==> src/rtl/ocm_pkg.sv <==
// Shared types and constants for the oxygen cell calibration and depth block.
// No dependencies; imported by the top level, the checker and the testbench.
`timescale 1ns / 1ps
`default_nettype none

package ocm_pkg;

    localparam int SAMPLE_W    = 16;
    localparam int CFG_W       = 8;
    localparam int CFG_IDX_W   = 2;
    localparam int O2_W        = 10;
    localparam int DEPTH_W     = 15;
    localparam int ACC_W       = 20;
    // positive reference fits below the sign bit of the accumulator
    localparam int REF_W       = ACC_W - 1;
    // product of air fraction and a positive sample
    localparam int PROD_W      = CFG_W + SAMPLE_W - 1;

    localparam logic OP_MEAS = 1'b0;
    localparam logic OP_CAL  = 1'b1;

    typedef enum logic [CFG_IDX_W-1:0] {
        REG_AIR_O2       = 2'd0,
        REG_LIMIT_NORMAL = 2'd1,
        REG_LIMIT_TECH   = 2'd2
    } cfg_reg_t;

    localparam logic [CFG_W-1:0] AIR_O2_RESET       = 8'd209;
    localparam logic [CFG_W-1:0] LIMIT_NORMAL_RESET = 8'd140;
    localparam logic [CFG_W-1:0] LIMIT_TECH_RESET   = 8'd160;

    localparam int O2_MIN       = 10;
    localparam int O2_MAX       = 1000;
    localparam int MOD_SCALE    = 1000;
    localparam int DEPTH_OFFSET = 100;
    localparam int DEPTH_MAX    = 32767;

endpackage

`default_nettype wire

==> src/rtl/ocm_div.sv <==
// Restoring divider, one quotient bit per cycle, unsigned operands.
// Standalone; instantiated twice by oxygen_cell_calibrate_and_mod.
`timescale 1ns / 1ps
`default_nettype none

module ocm_div #(
    parameter int NUM_W = 27,
    parameter int DEN_W = 19
) (
    input  logic             clk,
    input  logic             rst_n,
    input  logic             start,
    input  logic [NUM_W-1:0] numer,
    input  logic [DEN_W-1:0] denom,
    output logic             done,
    output logic [NUM_W-1:0] quot
);

    localparam int CNT_W = $clog2(NUM_W);

    logic             busy_reg, busy_next;
    logic             done_reg, done_next;
    logic [CNT_W-1:0] cnt_reg, cnt_next;
    logic [DEN_W-1:0] rem_reg, rem_next;
    logic [NUM_W-1:0] qn_reg, qn_next;
    logic [DEN_W-1:0] den_reg, den_next;

    logic [DEN_W:0] trial;
    logic [DEN_W:0] diff;
    logic           ge;

    assign trial = {rem_reg, qn_reg[NUM_W-1]};
    assign diff  = trial - {1'b0, den_reg};
    assign ge    = (trial >= {1'b0, den_reg});

    always_comb
    begin
        busy_next = busy_reg;
        done_next = 1'b0;
        cnt_next  = cnt_reg;
        rem_next  = rem_reg;
        qn_next   = qn_reg;
        den_next  = den_reg;
        if (start)
        begin
            busy_next = 1'b1;
            cnt_next  = CNT_W'(NUM_W - 1);
            rem_next  = '0;
            qn_next   = numer;
            den_next  = denom;
        end
        else if (busy_reg)
        begin
            // numerator shifts out at the top, quotient bits shift in below
            rem_next = ge ? diff[DEN_W-1:0] : trial[DEN_W-1:0];
            qn_next  = {qn_reg[NUM_W-2:0], ge};
            if (cnt_reg == '0)
            begin
                busy_next = 1'b0;
                done_next = 1'b1;
            end
            else
            begin
                cnt_next = cnt_reg - 1'b1;
            end
        end
    end

    always_ff @(posedge clk or negedge rst_n)
    begin
        if (!rst_n)
        begin
            busy_reg <= 1'b0;
            done_reg <= 1'b0;
            cnt_reg  <= '0;
        end
        else
        begin
            busy_reg <= busy_next;
            done_reg <= done_next;
            cnt_reg  <= cnt_next;
        end
    end

    always_ff @(posedge clk)
    begin
        rem_reg <= rem_next;
        qn_reg  <= qn_next;
        den_reg <= den_next;
    end

    assign done = done_reg;
    assign quot = qn_reg;

endmodule

`default_nettype wire

==> src/rtl/oxygen_cell_calibrate_and_mod.sv <==
// Oxygen cell calibration, O2 scaling and maximum operating depth.
// Calibration word: result loaded into the output register once it is free, then ready for the next word.
// Measurement word: a shift-add multiply over the bits of the air fraction plus two NUM_W-step serial
// divisions (O2, then both depths in parallel), then S_OUT, which waits for the output
// register to be free before the block is ready for the next word; without a reference or
// with a non-positive sample only the depth division runs.
// Reset: limits and air fraction to defaults, calibration sum cleared, not calibrated.
`timescale 1ns / 1ps
`default_nettype none

module oxygen_cell_calibrate_and_mod #(
    parameter int CAL_SAMPLES = 10
) (
    input  logic                                  clk,
    input  logic                                  rst_n,
    input  logic                                  in_valid,
    output logic                                  in_stall,
    input  logic                                  opcode,
    input  logic signed [ocm_pkg::SAMPLE_W-1:0]   sample,
    output logic                                  out_valid,
    input  logic                                  out_stall,
    output logic [ocm_pkg::O2_W-1:0]              o2_tenths,
    output logic [ocm_pkg::DEPTH_W-1:0]           depth_normal_tenths,
    output logic [ocm_pkg::DEPTH_W-1:0]           depth_tech_tenths,
    output logic                                  calibration_done,
    output logic                                  not_calibrated,
    input  logic                                  cfg_valid,
    output logic                                  cfg_ready,
    input  logic [ocm_pkg::CFG_IDX_W-1:0]         cfg_index,
    input  logic [ocm_pkg::CFG_W-1:0]             cfg_data
);

    import ocm_pkg::*;

    localparam int CNT_W   = (CAL_SAMPLES > 1) ? $clog2(CAL_SAMPLES) : 1;
    localparam int NUM_W   = PROD_W + $clog2(CAL_SAMPLES + 1);
    localparam int MCNT_W  = $clog2(CFG_W);

    typedef enum logic [4:0] {
        S_IDLE   = 5'b00001,
        S_MUL    = 5'b00010,
        S_DIV_O2 = 5'b00100,
        S_DEPTH  = 5'b01000,
        S_OUT    = 5'b10000
    } state_t;

    function automatic logic [DEPTH_W-1:0] depth_of(input logic [NUM_W-1:0] q);
        logic [NUM_W-1:0] d;
        d = q - NUM_W'(DEPTH_OFFSET);
        if (q < NUM_W'(DEPTH_OFFSET))
            return '0;
        else if (d > NUM_W'(DEPTH_MAX))
            return DEPTH_W'(DEPTH_MAX);
        else
            return d[DEPTH_W-1:0];
    endfunction

    state_t state_reg, state_next;

    logic [CFG_W-1:0] air_reg, limit_n_reg, limit_t_reg;
    logic [ACC_W-1:0] acc_reg, acc_next;
    logic [CNT_W-1:0] cnt_reg, cnt_next;
    logic [REF_W-1:0] ref_reg, ref_next;
    logic             ref_valid_reg, ref_valid_next;
    logic             start_a_reg, start_a_next;
    logic             start_b_reg, start_b_next;
    logic             out_valid_reg, out_valid_next;

    logic [CFG_W-1:0]  mul_a_reg, mul_a_next;
    logic [PROD_W-1:0] mul_b_reg, mul_b_next;
    logic [PROD_W-1:0] mul_acc_reg, mul_acc_next;
    logic [MCNT_W-1:0] mul_cnt_reg, mul_cnt_next;

    logic [O2_W-1:0]    o2_reg, o2_next;
    logic [DEPTH_W-1:0] dn_reg, dn_next;
    logic [DEPTH_W-1:0] dt_reg, dt_next;
    logic               done_reg, done_next;
    logic               nc_reg, nc_next;

    logic [O2_W-1:0]    o2_out_reg, o2_out_next;
    logic [DEPTH_W-1:0] dn_out_reg, dn_out_next;
    logic [DEPTH_W-1:0] dt_out_reg, dt_out_next;
    logic               done_out_reg, done_out_next;
    logic               nc_out_reg, nc_out_next;

    logic [ACC_W-1:0] acc_sum;
    logic             acc_pos;
    logic [NUM_W-1:0] numer_a, numer_b;
    logic [REF_W-1:0] denom_a, denom_b;
    logic [NUM_W-1:0] quot_a, quot_b;
    logic             done_a, done_b;

    assign acc_sum = acc_reg + {{(ACC_W-SAMPLE_W){sample[SAMPLE_W-1]}}, sample};
    assign acc_pos = !acc_sum[ACC_W-1] && (acc_sum != '0);

    // divider A does the O2 scaling first, then the first depth
    assign numer_a = (state_reg == S_DIV_O2)
                   ? NUM_W'(mul_acc_reg) * NUM_W'(CAL_SAMPLES)
                   : NUM_W'(limit_n_reg) * NUM_W'(MOD_SCALE);
    assign denom_a = (state_reg == S_DIV_O2) ? ref_reg : REF_W'(o2_reg);
    assign numer_b = NUM_W'(limit_t_reg) * NUM_W'(MOD_SCALE);
    assign denom_b = REF_W'(o2_reg);

    ocm_div #(.NUM_W(NUM_W), .DEN_W(REF_W)) u_div_a (
        .clk   (clk),
        .rst_n (rst_n),
        .start (start_a_reg),
        .numer (numer_a),
        .denom (denom_a),
        .done  (done_a),
        .quot  (quot_a)
    );

    ocm_div #(.NUM_W(NUM_W), .DEN_W(REF_W)) u_div_b (
        .clk   (clk),
        .rst_n (rst_n),
        .start (start_b_reg),
        .numer (numer_b),
        .denom (denom_b),
        .done  (done_b),
        .quot  (quot_b)
    );

    always_comb
    begin
        state_next     = state_reg;
        acc_next       = acc_reg;
        cnt_next       = cnt_reg;
        ref_next       = ref_reg;
        ref_valid_next = ref_valid_reg;
        start_a_next   = 1'b0;
        start_b_next   = 1'b0;
        out_valid_next = out_valid_reg && out_stall;
        mul_a_next     = mul_a_reg;
        mul_b_next     = mul_b_reg;
        mul_acc_next   = mul_acc_reg;
        mul_cnt_next   = mul_cnt_reg;
        o2_next        = o2_reg;
        dn_next        = dn_reg;
        dt_next        = dt_reg;
        done_next      = done_reg;
        nc_next        = nc_reg;
        o2_out_next    = o2_out_reg;
        dn_out_next    = dn_out_reg;
        dt_out_next    = dt_out_reg;
        done_out_next  = done_out_reg;
        nc_out_next    = nc_out_reg;

        case (state_reg)
            S_IDLE:
            begin
                if (in_valid)
                begin
                    if (opcode == OP_CAL)
                    begin
                        acc_next  = acc_sum;
                        cnt_next  = cnt_reg + 1'b1;
                        done_next = 1'b0;
                        nc_next   = !ref_valid_reg;
                        if (cnt_reg == CNT_W'(CAL_SAMPLES - 1))
                        begin
                            // sum complete: take it as reference, drop it if not positive
                            ref_next       = acc_sum[REF_W-1:0];
                            ref_valid_next = acc_pos;
                            acc_next       = '0;
                            cnt_next       = '0;
                            done_next      = 1'b1;
                            nc_next        = !acc_pos;
                        end
                        o2_next    = '0;
                        dn_next    = '0;
                        dt_next    = '0;
                        state_next = S_OUT;
                    end
                    else
                    begin
                        done_next = 1'b0;
                        nc_next   = !ref_valid_reg;
                        if (!ref_valid_reg)
                        begin
                            o2_next      = O2_W'(O2_MAX);
                            start_a_next = 1'b1;
                            start_b_next = 1'b1;
                            state_next   = S_DEPTH;
                        end
                        else if (sample[SAMPLE_W-1] || (sample == '0))
                        begin
                            o2_next      = O2_W'(O2_MIN);
                            start_a_next = 1'b1;
                            start_b_next = 1'b1;
                            state_next   = S_DEPTH;
                        end
                        else
                        begin
                            mul_a_next   = air_reg;
                            mul_b_next   = PROD_W'(sample[SAMPLE_W-2:0]);
                            mul_acc_next = '0;
                            mul_cnt_next = '0;
                            state_next   = S_MUL;
                        end
                    end
                end
            end

            S_MUL:
            begin
                // one bit of the air fraction per cycle
                if (mul_a_reg[0])
                    mul_acc_next = mul_acc_reg + mul_b_reg;
                mul_a_next   = mul_a_reg >> 1;
                mul_b_next   = mul_b_reg << 1;
                mul_cnt_next = mul_cnt_reg + 1'b1;
                if (mul_cnt_reg == '1)
                begin
                    start_a_next = 1'b1;
                    state_next   = S_DIV_O2;
                end
            end

            S_DIV_O2:
            begin
                if (done_a)
                begin
                    if (quot_a > NUM_W'(O2_MAX))
                        o2_next = O2_W'(O2_MAX);
                    else if (quot_a < NUM_W'(O2_MIN))
                        o2_next = O2_W'(O2_MIN);
                    else
                        o2_next = quot_a[O2_W-1:0];
                    start_a_next = 1'b1;
                    start_b_next = 1'b1;
                    state_next   = S_DEPTH;
                end
            end

            S_DEPTH:
            begin
                if (done_a && done_b)
                begin
                    dn_next    = depth_of(quot_a);
                    dt_next    = depth_of(quot_b);
                    state_next = S_OUT;
                end
            end

            S_OUT:
            begin
                // hold until the output register is free
                if (!out_valid_reg || !out_stall)
                begin
                    out_valid_next = 1'b1;
                    o2_out_next    = o2_reg;
                    dn_out_next    = dn_reg;
                    dt_out_next    = dt_reg;
                    done_out_next  = done_reg;
                    nc_out_next    = nc_reg;
                    state_next     = S_IDLE;
                end
            end

            default:
            begin
                state_next = S_IDLE;
            end
        endcase
    end

    always_ff @(posedge clk or negedge rst_n)
    begin
        if (!rst_n)
        begin
            state_reg     <= S_IDLE;
            air_reg       <= AIR_O2_RESET;
            limit_n_reg   <= LIMIT_NORMAL_RESET;
            limit_t_reg   <= LIMIT_TECH_RESET;
            acc_reg       <= '0;
            cnt_reg       <= '0;
            ref_reg       <= '0;
            ref_valid_reg <= 1'b0;
            start_a_reg   <= 1'b0;
            start_b_reg   <= 1'b0;
            out_valid_reg <= 1'b0;
        end
        else
        begin
            state_reg     <= state_next;
            acc_reg       <= acc_next;
            cnt_reg       <= cnt_next;
            ref_reg       <= ref_next;
            ref_valid_reg <= ref_valid_next;
            start_a_reg   <= start_a_next;
            start_b_reg   <= start_b_next;
            out_valid_reg <= out_valid_next;
            if (cfg_valid)
            begin
                case (cfg_index)
                    REG_AIR_O2:       air_reg     <= cfg_data;
                    REG_LIMIT_NORMAL: limit_n_reg <= cfg_data;
                    REG_LIMIT_TECH:   limit_t_reg <= cfg_data;
                    default:          ;
                endcase
            end
        end
    end

    always_ff @(posedge clk)
    begin
        mul_a_reg    <= mul_a_next;
        mul_b_reg    <= mul_b_next;
        mul_acc_reg  <= mul_acc_next;
        mul_cnt_reg  <= mul_cnt_next;
        o2_reg       <= o2_next;
        dn_reg       <= dn_next;
        dt_reg       <= dt_next;
        done_reg     <= done_next;
        nc_reg       <= nc_next;
        o2_out_reg   <= o2_out_next;
        dn_out_reg   <= dn_out_next;
        dt_out_reg   <= dt_out_next;
        done_out_reg <= done_out_next;
        nc_out_reg   <= nc_out_next;
    end

    assign in_stall            = (state_reg != S_IDLE);
    assign cfg_ready           = 1'b1;
    assign out_valid           = out_valid_reg;
    assign o2_tenths           = o2_out_reg;
    assign depth_normal_tenths = dn_out_reg;
    assign depth_tech_tenths   = dt_out_reg;
    assign calibration_done    = done_out_reg;
    assign not_calibrated      = nc_out_reg;

endmodule

`default_nettype wire

==> config.mk <==
export PLATFORM = sky130hd
export DESIGN_NAME = oxygen_cell_calibrate_and_mod
export DESIGN_NICKNAME = d
export VERILOG_FILES = /design/src/rtl/ocm_pkg.sv /design/src/rtl/ocm_div.sv /design/src/rtl/oxygen_cell_calibrate_and_mod.sv
export SDC_FILE = /design/constraint.sdc
export NUM_CORES = 1
export LEC_CHECK = 0
export BUFFER_PORTS_ARGS = -buffer_cell sky130_fd_sc_hd__buf_4
export CAP_MARGIN = 20
export CORE_ASPECT_RATIO = 1.4
export CORE_UTILIZATION = 50
export CTS_BUF_LIST = sky130_fd_sc_hd__clkbuf_16
export DETAILED_ROUTE_END_ITERATION = 10
export GPL_ROUTABILITY_DRIVEN = 1
export PLACE_DENSITY = 0.71
export SETUP_SLACK_MARGIN = 0.4
export SYNTH_ARGS = -nofsm -noshare
export SYNTH_HDL_FRONTEND = slang
export SYNTH_SLANG_ARGS = --single-unit
==> constraint.sdc <==
create_clock -name clk -period 5.6 [get_ports clk]
set_clock_uncertainty 0.2 [all_clocks]
set_input_delay 0.28 -clock clk [delete_from_list [all_inputs] [get_ports clk]]
set_output_delay 0.28 -clock clk [all_outputs]
set_load 0.005 [all_outputs]
==> impl_metrics.yaml, run 1 <==
sta:
  period_minus_slack_ns: 4.812
  fin_ws_ns: 0.7883
  fmax_ghz: 0.2078
  fin_setup_tns_ns: 0
  worst_pin_slew_ns: 1.080
  fin_hold_ws_ns: 0.008491
  rsz0062_at_grt: "false"
  fin_crit_sh_pct: 85.92
  hold_viol: 0
  slew_headroom_pct: 27.94
  setup_violations: 0
  slew_violations: 0
power_and_ir_drop:
  power_switching_mw: 6.336
  intPower_mw: 8.676
  total_leakage_power_nw: 10.81
  powerDensity_mw_per_mm2: 602.0
  seq_power_share_pct: 29.8
  ir_drop_v: 0.0004142
  sw_frac_of_total_pct: 42.21
  pwr-share-comb_pct: 54.0
  p_clk_share_pct: 16.2
cells_and_area:
  drive_above_1_share_pct: 9.445
  finalInstanceArea_sq_mm: 0.02494
  final_cell_mix: "283 x nand2_1, 212 x edfxtp_1, 199 x ha_1"
  fin_nets: 2610
  diodes: 0
  layout_commonest_cell: "nand2_1"
  finalNonFillerCells: 2919
  areaGrowthSynthToFinish_pct: 11.91
synthesis:
  ys_types: 84
  synth_compound_area_share_pct: 14.89
  ys_seq_elements: 352
  synthSimpleGateAreaFrac_pct: 16.26
  synth-adder-area-share_pct: 15.49
  syn-num-nets: 2519
  avgSynthCellArea_sq_um: 9.948
  synthXorXnorAreaFrac_pct: 4.009
  syn_inst: 2240
  syn_area_sq_mm: 0.02228
  synth_top_family_by_area: "simple AND/OR/NAND/NOR gates"
  yosys_warnings: 0
  muxShareOfSynthArea_pct: 2.038
  async_flop_share_pct: 25.57
  seq_area_frac_synth_pct: 43.23
  synth_edf_count: 212
  synth_ff_type: "edfxtp_1"
setup_path:
  crit_chain: "fa_1 > xor2_1 > ha_1 > inv_1 > fa_1 > fa_1 > inv_1 > ha_1 > a21oi_1 > o21ai_0 > o41ai_1 > o21ai_0 > xor2_1 > nand2_1 > a31oi_1"
  crit_family: "adder cells"
  critPathLaunch: "limit_n_reg[2]$_DFFE_PN1P_"
  r2r_slack_ns: 0.79
  crit_top_cell: "fa_1"
  cpPeakStageDelay_ns: 0.62
  cp_num_buf_inv: 2
  crit_slowest_cell: "dfstp_2"
  worstPathArrival_ns: 4.87
  cp_max_fo: 7
  reg2reg_from: "limit_n_reg[2]$_DFFE_PN1P_"
  required_ns: 5.66
  crit_path_start_kind: "register"
  rr_worst_depth: 15
  critical_path_class: "register to register"
  reg2reg_to: "u_div_a.quot[16]$_DFFE_PP_"
  cp-end-kind: "register"
floorplan:
  num_rows: 91
  coreArea_sq_mm: 0.04406
  initial_core_util_pct: 50.57
  dieArea_sq_mm: 0.04542
  io_pins: 77
  die_w_microns: 180.4
  die_h_microns: 251.8
place:
  dp_cells: 2818
  port_buffers: 75
  globalplace.congestion: 0.9058
  pre_cts_slack_ns: 0.7218
  placement.cell_area_sq_mm: 0.02340
  dp_hpwl_microns: 36080
detailed_routing:
  dr.pass1.iters: 7
  drt_iter0_markers: 978
  drt_wl_total_microns: 49140
  viasPerCell: 5.744
  drc: 0
  routedWlPerCell_microns: 16.83
  final_antenna_net_count: 0
  num_vias: 16770
min_path:
  hold_path_class: "input port to async pin"
outcome:
  status: "finished, final reports clean"
run:
  maxCapViolations: 0
grt:
  grt_pass1_vias: 16580
  grt_max_degree: 69
  grt.total_usage_pct: 21.96
  grt_first_pass_wirelength_microns: 82120
  antenna_found_initial: 0
  grt.overflow.total: 0
cts:
  cts_setup_buffers: 0
  cts_buffers: 38
  cts_tree: "built"
  clock_latency_ns: 0.55
  root_buffer: "clkbuf_16"
  clock-sinks: 352
  cts_buffer_depth: 3
  path_clk_slew_ns: 0.06
  cts_htree_levels: 2
[layout make-up]
class	instances	area [sq um]
Fill cell	3695	19130
Multi-Input combinational cell	1655	11780
Timing Repair Buffer	124	1026
Sequential cell	352	9635
Clock buffer	40	1001
Inverter	160	600.6
Tap cell	558	698.2
Clock inverter	30	196.4
[cell usage after synthesis, types with 35 or more instances]
library cell	number	area (sq um)
a21o_1	35	262.8
a21oi_1	149	745.7
clkbuf_1	60	225.2
dfrtp_1	80	2002
dfxtp_1	50	1001
edfxtp_1	212	6366
fa_1	48	960.9
ha_1	199	2490
inv_1	159	596.8
nand2_1	283	1062
nand3_1	35	175.2
nor2_1	163	611.8
nor3_1	55	275.3
o21ai_0	103	515.5
xnor2_1	60	525.5
xor2_1	42	367.9
[metal layers]
layer  routed length (microns)  track usage (%)  share of wire [%]  up-vias
li1                          -                -                  -     8211
met1                     21460            27.19                 44     8116
met2                     24490            39.46                 50      362
met3                      1791            2.411                3.6       77
met4                      1390            7.912                2.8        0
met5                         0                0                  0        -
[stage by stage]
step	utilization, %	power (mW)
after floorplan	-	10.65
after global placement	53.10	12.19
after detailed placement	53.11	12.49
after CTS	56.51	15.03
after global routing	56.59	16.34
final	56.59	15.01
[power groups by stage]
| stage | sequential (mW) | clock [mW] | combinational, mW |
|---|---|---|---|
| finish | 4.47 | 2.43 | 8.11 |
| global route | 4.58 | 2.56 | 9.20 |
| CTS | 4.47 | 2.49 | 8.08 |
| detailed placement | 4.51 | 0 | 7.98 |
| global placement | 4.47 | 0 | 7.72 |
| floorplan | 4.19 | 0 | 6.46 |
[worst max path at each step]
| stage | cells past startpoint | endpoint | slack [ns] |
|---|---|---|---|
| after CTS | 16 | u_div_a.quot[17]$_DFFE_PP_ | 0.70 |
| after global routing | 16 | u_div_a.quot[17]$_DFFE_PP_ | 0.51 |
| after floorplan | 16 | u_div_a.quot[17]$_DFFE_PP_ | 1.07 |
| after global placement | 16 | u_div_a.quot[17]$_DFFE_PP_ | 0.75 |
| after detailed placement | 16 | u_div_a.quot[17]$_DFFE_PP_ | 0.72 |
| final | 15 | u_div_a.quot[16]$_DFFE_PP_ | 0.79 |
[logic make-up after synthesis]
| group | Yosys count |
|---|---|
| flops | 352 |
| compound gates | 505 |
| buf+inv | 233 |
| mux | 42 |
| fa+ha+maj | 247 |
| xor+xnor | 102 |
| simple gates | 758 |
| other cells | 1 |
[repair_timing]
item	in CTS	in global routing
resized for setup	0	1
hold buffers	30	0
endpoints found under the setup margin	0	1
hold endpoints to repair	74	0
No activity file was read; power rests on OpenSTA's default activity.
==> run 2: changes to the inputs <==
--- a/config.mk
+++ b/config.mk
@@ -8,11 +8,11 @@
 export BUFFER_PORTS_ARGS = -buffer_cell sky130_fd_sc_hd__buf_4
 export CAP_MARGIN = 20
 export CORE_ASPECT_RATIO = 1.4
-export CORE_UTILIZATION = 50
+export CORE_UTILIZATION = 45
 export CTS_BUF_LIST = sky130_fd_sc_hd__clkbuf_16
 export DETAILED_ROUTE_END_ITERATION = 10
 export GPL_ROUTABILITY_DRIVEN = 1
-export PLACE_DENSITY = 0.71
+export PLACE_DENSITY = 0.66
 export SETUP_SLACK_MARGIN = 0.4
 export SYNTH_ARGS = -nofsm -noshare
 export SYNTH_HDL_FRONTEND = slang
==> run 2 against run 1 <==
- the run now ends with DRC left
- first-iteration DRC count is 12% lower
- count of clock-buffer cells in the layout did not move
- global-route usage is 1.6 points lower
- total power is 0.18% higher
- sequential share of layout area shrank 0.19 points
- final area increased by 0.49%
- clock power is 2% higher
- die area increased by 11%
- register-to-register slack worse by 0.15 ns
- via count fell by 0.82%
- final cell count rose by 2.7%
- sequential cell count unchanged
- critical endpoint is now u_div_a.quot[17]$_DFFE_PP_
- largest power group unchanged
==> impl_metrics.yaml, run 2 (same netlist as run 1, synthesis figures left out) <==
cts:
  clock-sinks: 352
  clock_latency_ns: 0.55
  cts_tree: "built"
  cts_resized: 0
  cts_htree_levels: 2
  root_buffer: "clkbuf_16"
  path_clk_slew_ns: 0.06
  cts_buffer_depth: 3
  cts_buffers: 38
detailed_routing:
  viasPerCell: 5.548
  dr.pass1.iters: 8
  final_antenna_net_count: 0
  drt_wl_total_microns: 50280
  drt_iter0_markers: 861
  num_vias: 16630
  drc: 2
  routedWlPerCell_microns: 16.78
grt:
  grt_max_degree: 62
  grt.total_usage_pct: 20.33
  grt_first_pass_wirelength_microns: 83760
  grt_pass1_vias: 16560
  antenna_found_initial: 0
  grt.overflow.total: 0
sta:
  hold_viol: 0
  setup_violations: 0
  fin_setup_tns_ns: 0
  rsz0062_at_grt: "false"
  slew_headroom_pct: 28.35
  fin_crit_sh_pct: 88.59
  period_minus_slack_ns: 4.961
  fmax_ghz: 0.2016
  slew_violations: 0
  fin_hold_ws_ns: 0.01932
  worst_pin_slew_ns: 1.072
cells_and_area:
  final_cell_mix: "283 x nand2_1, 212 x edfxtp_1, 199 x ha_1"
  seq_area_sq_mm: 0.009635
  layout_commonest_cell: "nand2_1"
  fill_cells: 4452
  diodes: 0
  final_core_util_pct: 51.13
  finalNonFillerCells: 2997
  areaGrowthSynthToFinish_pct: 12.46
  fin_nets: 2609
  drive_above_1_share_pct: 9.280
  multiInputGateArea_sq_mm: 0.01177
floorplan:
  die_w_microns: 190.1
  coreArea_sq_mm: 0.04901
  die_h_microns: 265.3
  initial_core_util_pct: 45.47
  num_rows: 96
  io_pins: 77
  dieArea_sq_mm: 0.05042
setup_path:
  cp_max_fo: 7
  cp-end-kind: "register"
  worstPathArrival_ns: 5.05
  crit_path_start_kind: "register"
  critical_path_class: "register to register"
  required_ns: 5.69
place:
  port_buffers: 75
  globalplace.congestion: 0.8750
  dp_cells: 2897
  dp_hpwl_microns: 37220
power_and_ir_drop:
  powerDensity_mw_per_mm2: 600.1
  ir_drop_v: 0.0004119
  total_leakage_power_nw: 10.80
min_path:
  hold_path_class: "input port to async pin"
outcome:
  status: "finished, violations left"
  violations: "DRC"
run:
  maxCapViolations: 0
-- run 2: cell count changes in the layout (fill, tap and decap cells not counted), moves of 2 or more --
cell           change
inv_6              +5
clkinv_1           +5
clkinv_2           -7
dlygate4sd3_1      -2
-- run 2: area by class of cell --
cell class / count / share of cell area, %
multi-input combinational: 1655 / 46.97
tap: 637 / 3.181
clock inverter: 30 / 0.8788
inverter: 160 / 2.397
clock buffer: 40 / 3.994
timing repair buffer: 123 / 4.124
sequential: 352 / 38.45
-- run 2: through the flow --
stage	setup WS, ns	cell area [sq um]	power [mW]
after CTS	0.6452	25000	15.12
final	0.6392	25060	15.04
after global routing	0.4355	25060	16.44
after floorplan	1.072	22280	10.65
after global placement	0.7342	23500	12.25
after detailed placement	0.6783	23500	12.54
-- run 2: power breakdown --
| part | switching [mW] | leakage (nW) | internal [mW] |
|---|---|---|---|
| registers | 0.775 | 3.52 | 3.73 |
| clock network | 1.08 | 0.622 | 1.40 |
| logic | 4.46 | 6.67 | 3.59 |
| total | 6.32 | 10.8 | 8.72 |
-- run 2: repair_timing --
action	CTS	global route
hold buffers	28	0
hold endpoints to repair	80	0
setup buffers	0	0
-- run 2: critical path: stages (launching register included) --
cell and delay (ns):
dfstp_2 0.62, fa_1 0.49, xor2_1 0.17, ha_1 0.28, inv_1 0.05, fa_1 0.49
fa_1 0.52, inv_1 0.04, ha_1 0.34, nand2_1 0.09, o21ai_0 0.14, o41ai_1 0.39
o21ai_0 0.20, o41ai_1 0.35, xnor2_1 0.12, a21oi_1 0.15, nor2_1 0.07
-- run 2: final timing paths --
path | from | endpoint | slack [ns] | cells after the start
setup / recovery | limit_n_reg[2]$_DFFE_PN1P_ | u_div_a.quot[17]$_DFFE_PP_ | 0.64 | 16
hold / removal | rst_n | air_reg[5]$_DFFE_PN0P_ | 0.02 | 2
setup reg to reg | limit_n_reg[2]$_DFFE_PN1P_ | u_div_a.quot[17]$_DFFE_PP_ | 0.64 | 16
hold reg to reg | dn_reg[13]$_SDFFCE_PN0P_ | depth_normal_tenths[13]$_DFFE_PP_ | 0.22 | 0
max in group asynchronous | rst_n | start_a_reg$_DFF_PN0_ | 3.95 | 3
min in group clk | cfg_index[0] | air_reg[2]$_DFFE_PN0P_ | 0.09 | 4
-- run 2: metal layers --
metal  global-route usage, %  wire length (microns)
met1                   25.31                  21720
met2                   36.35                  25290
met3                   2.335                   1819
met4                   6.495                   1454
met5                       0                      0
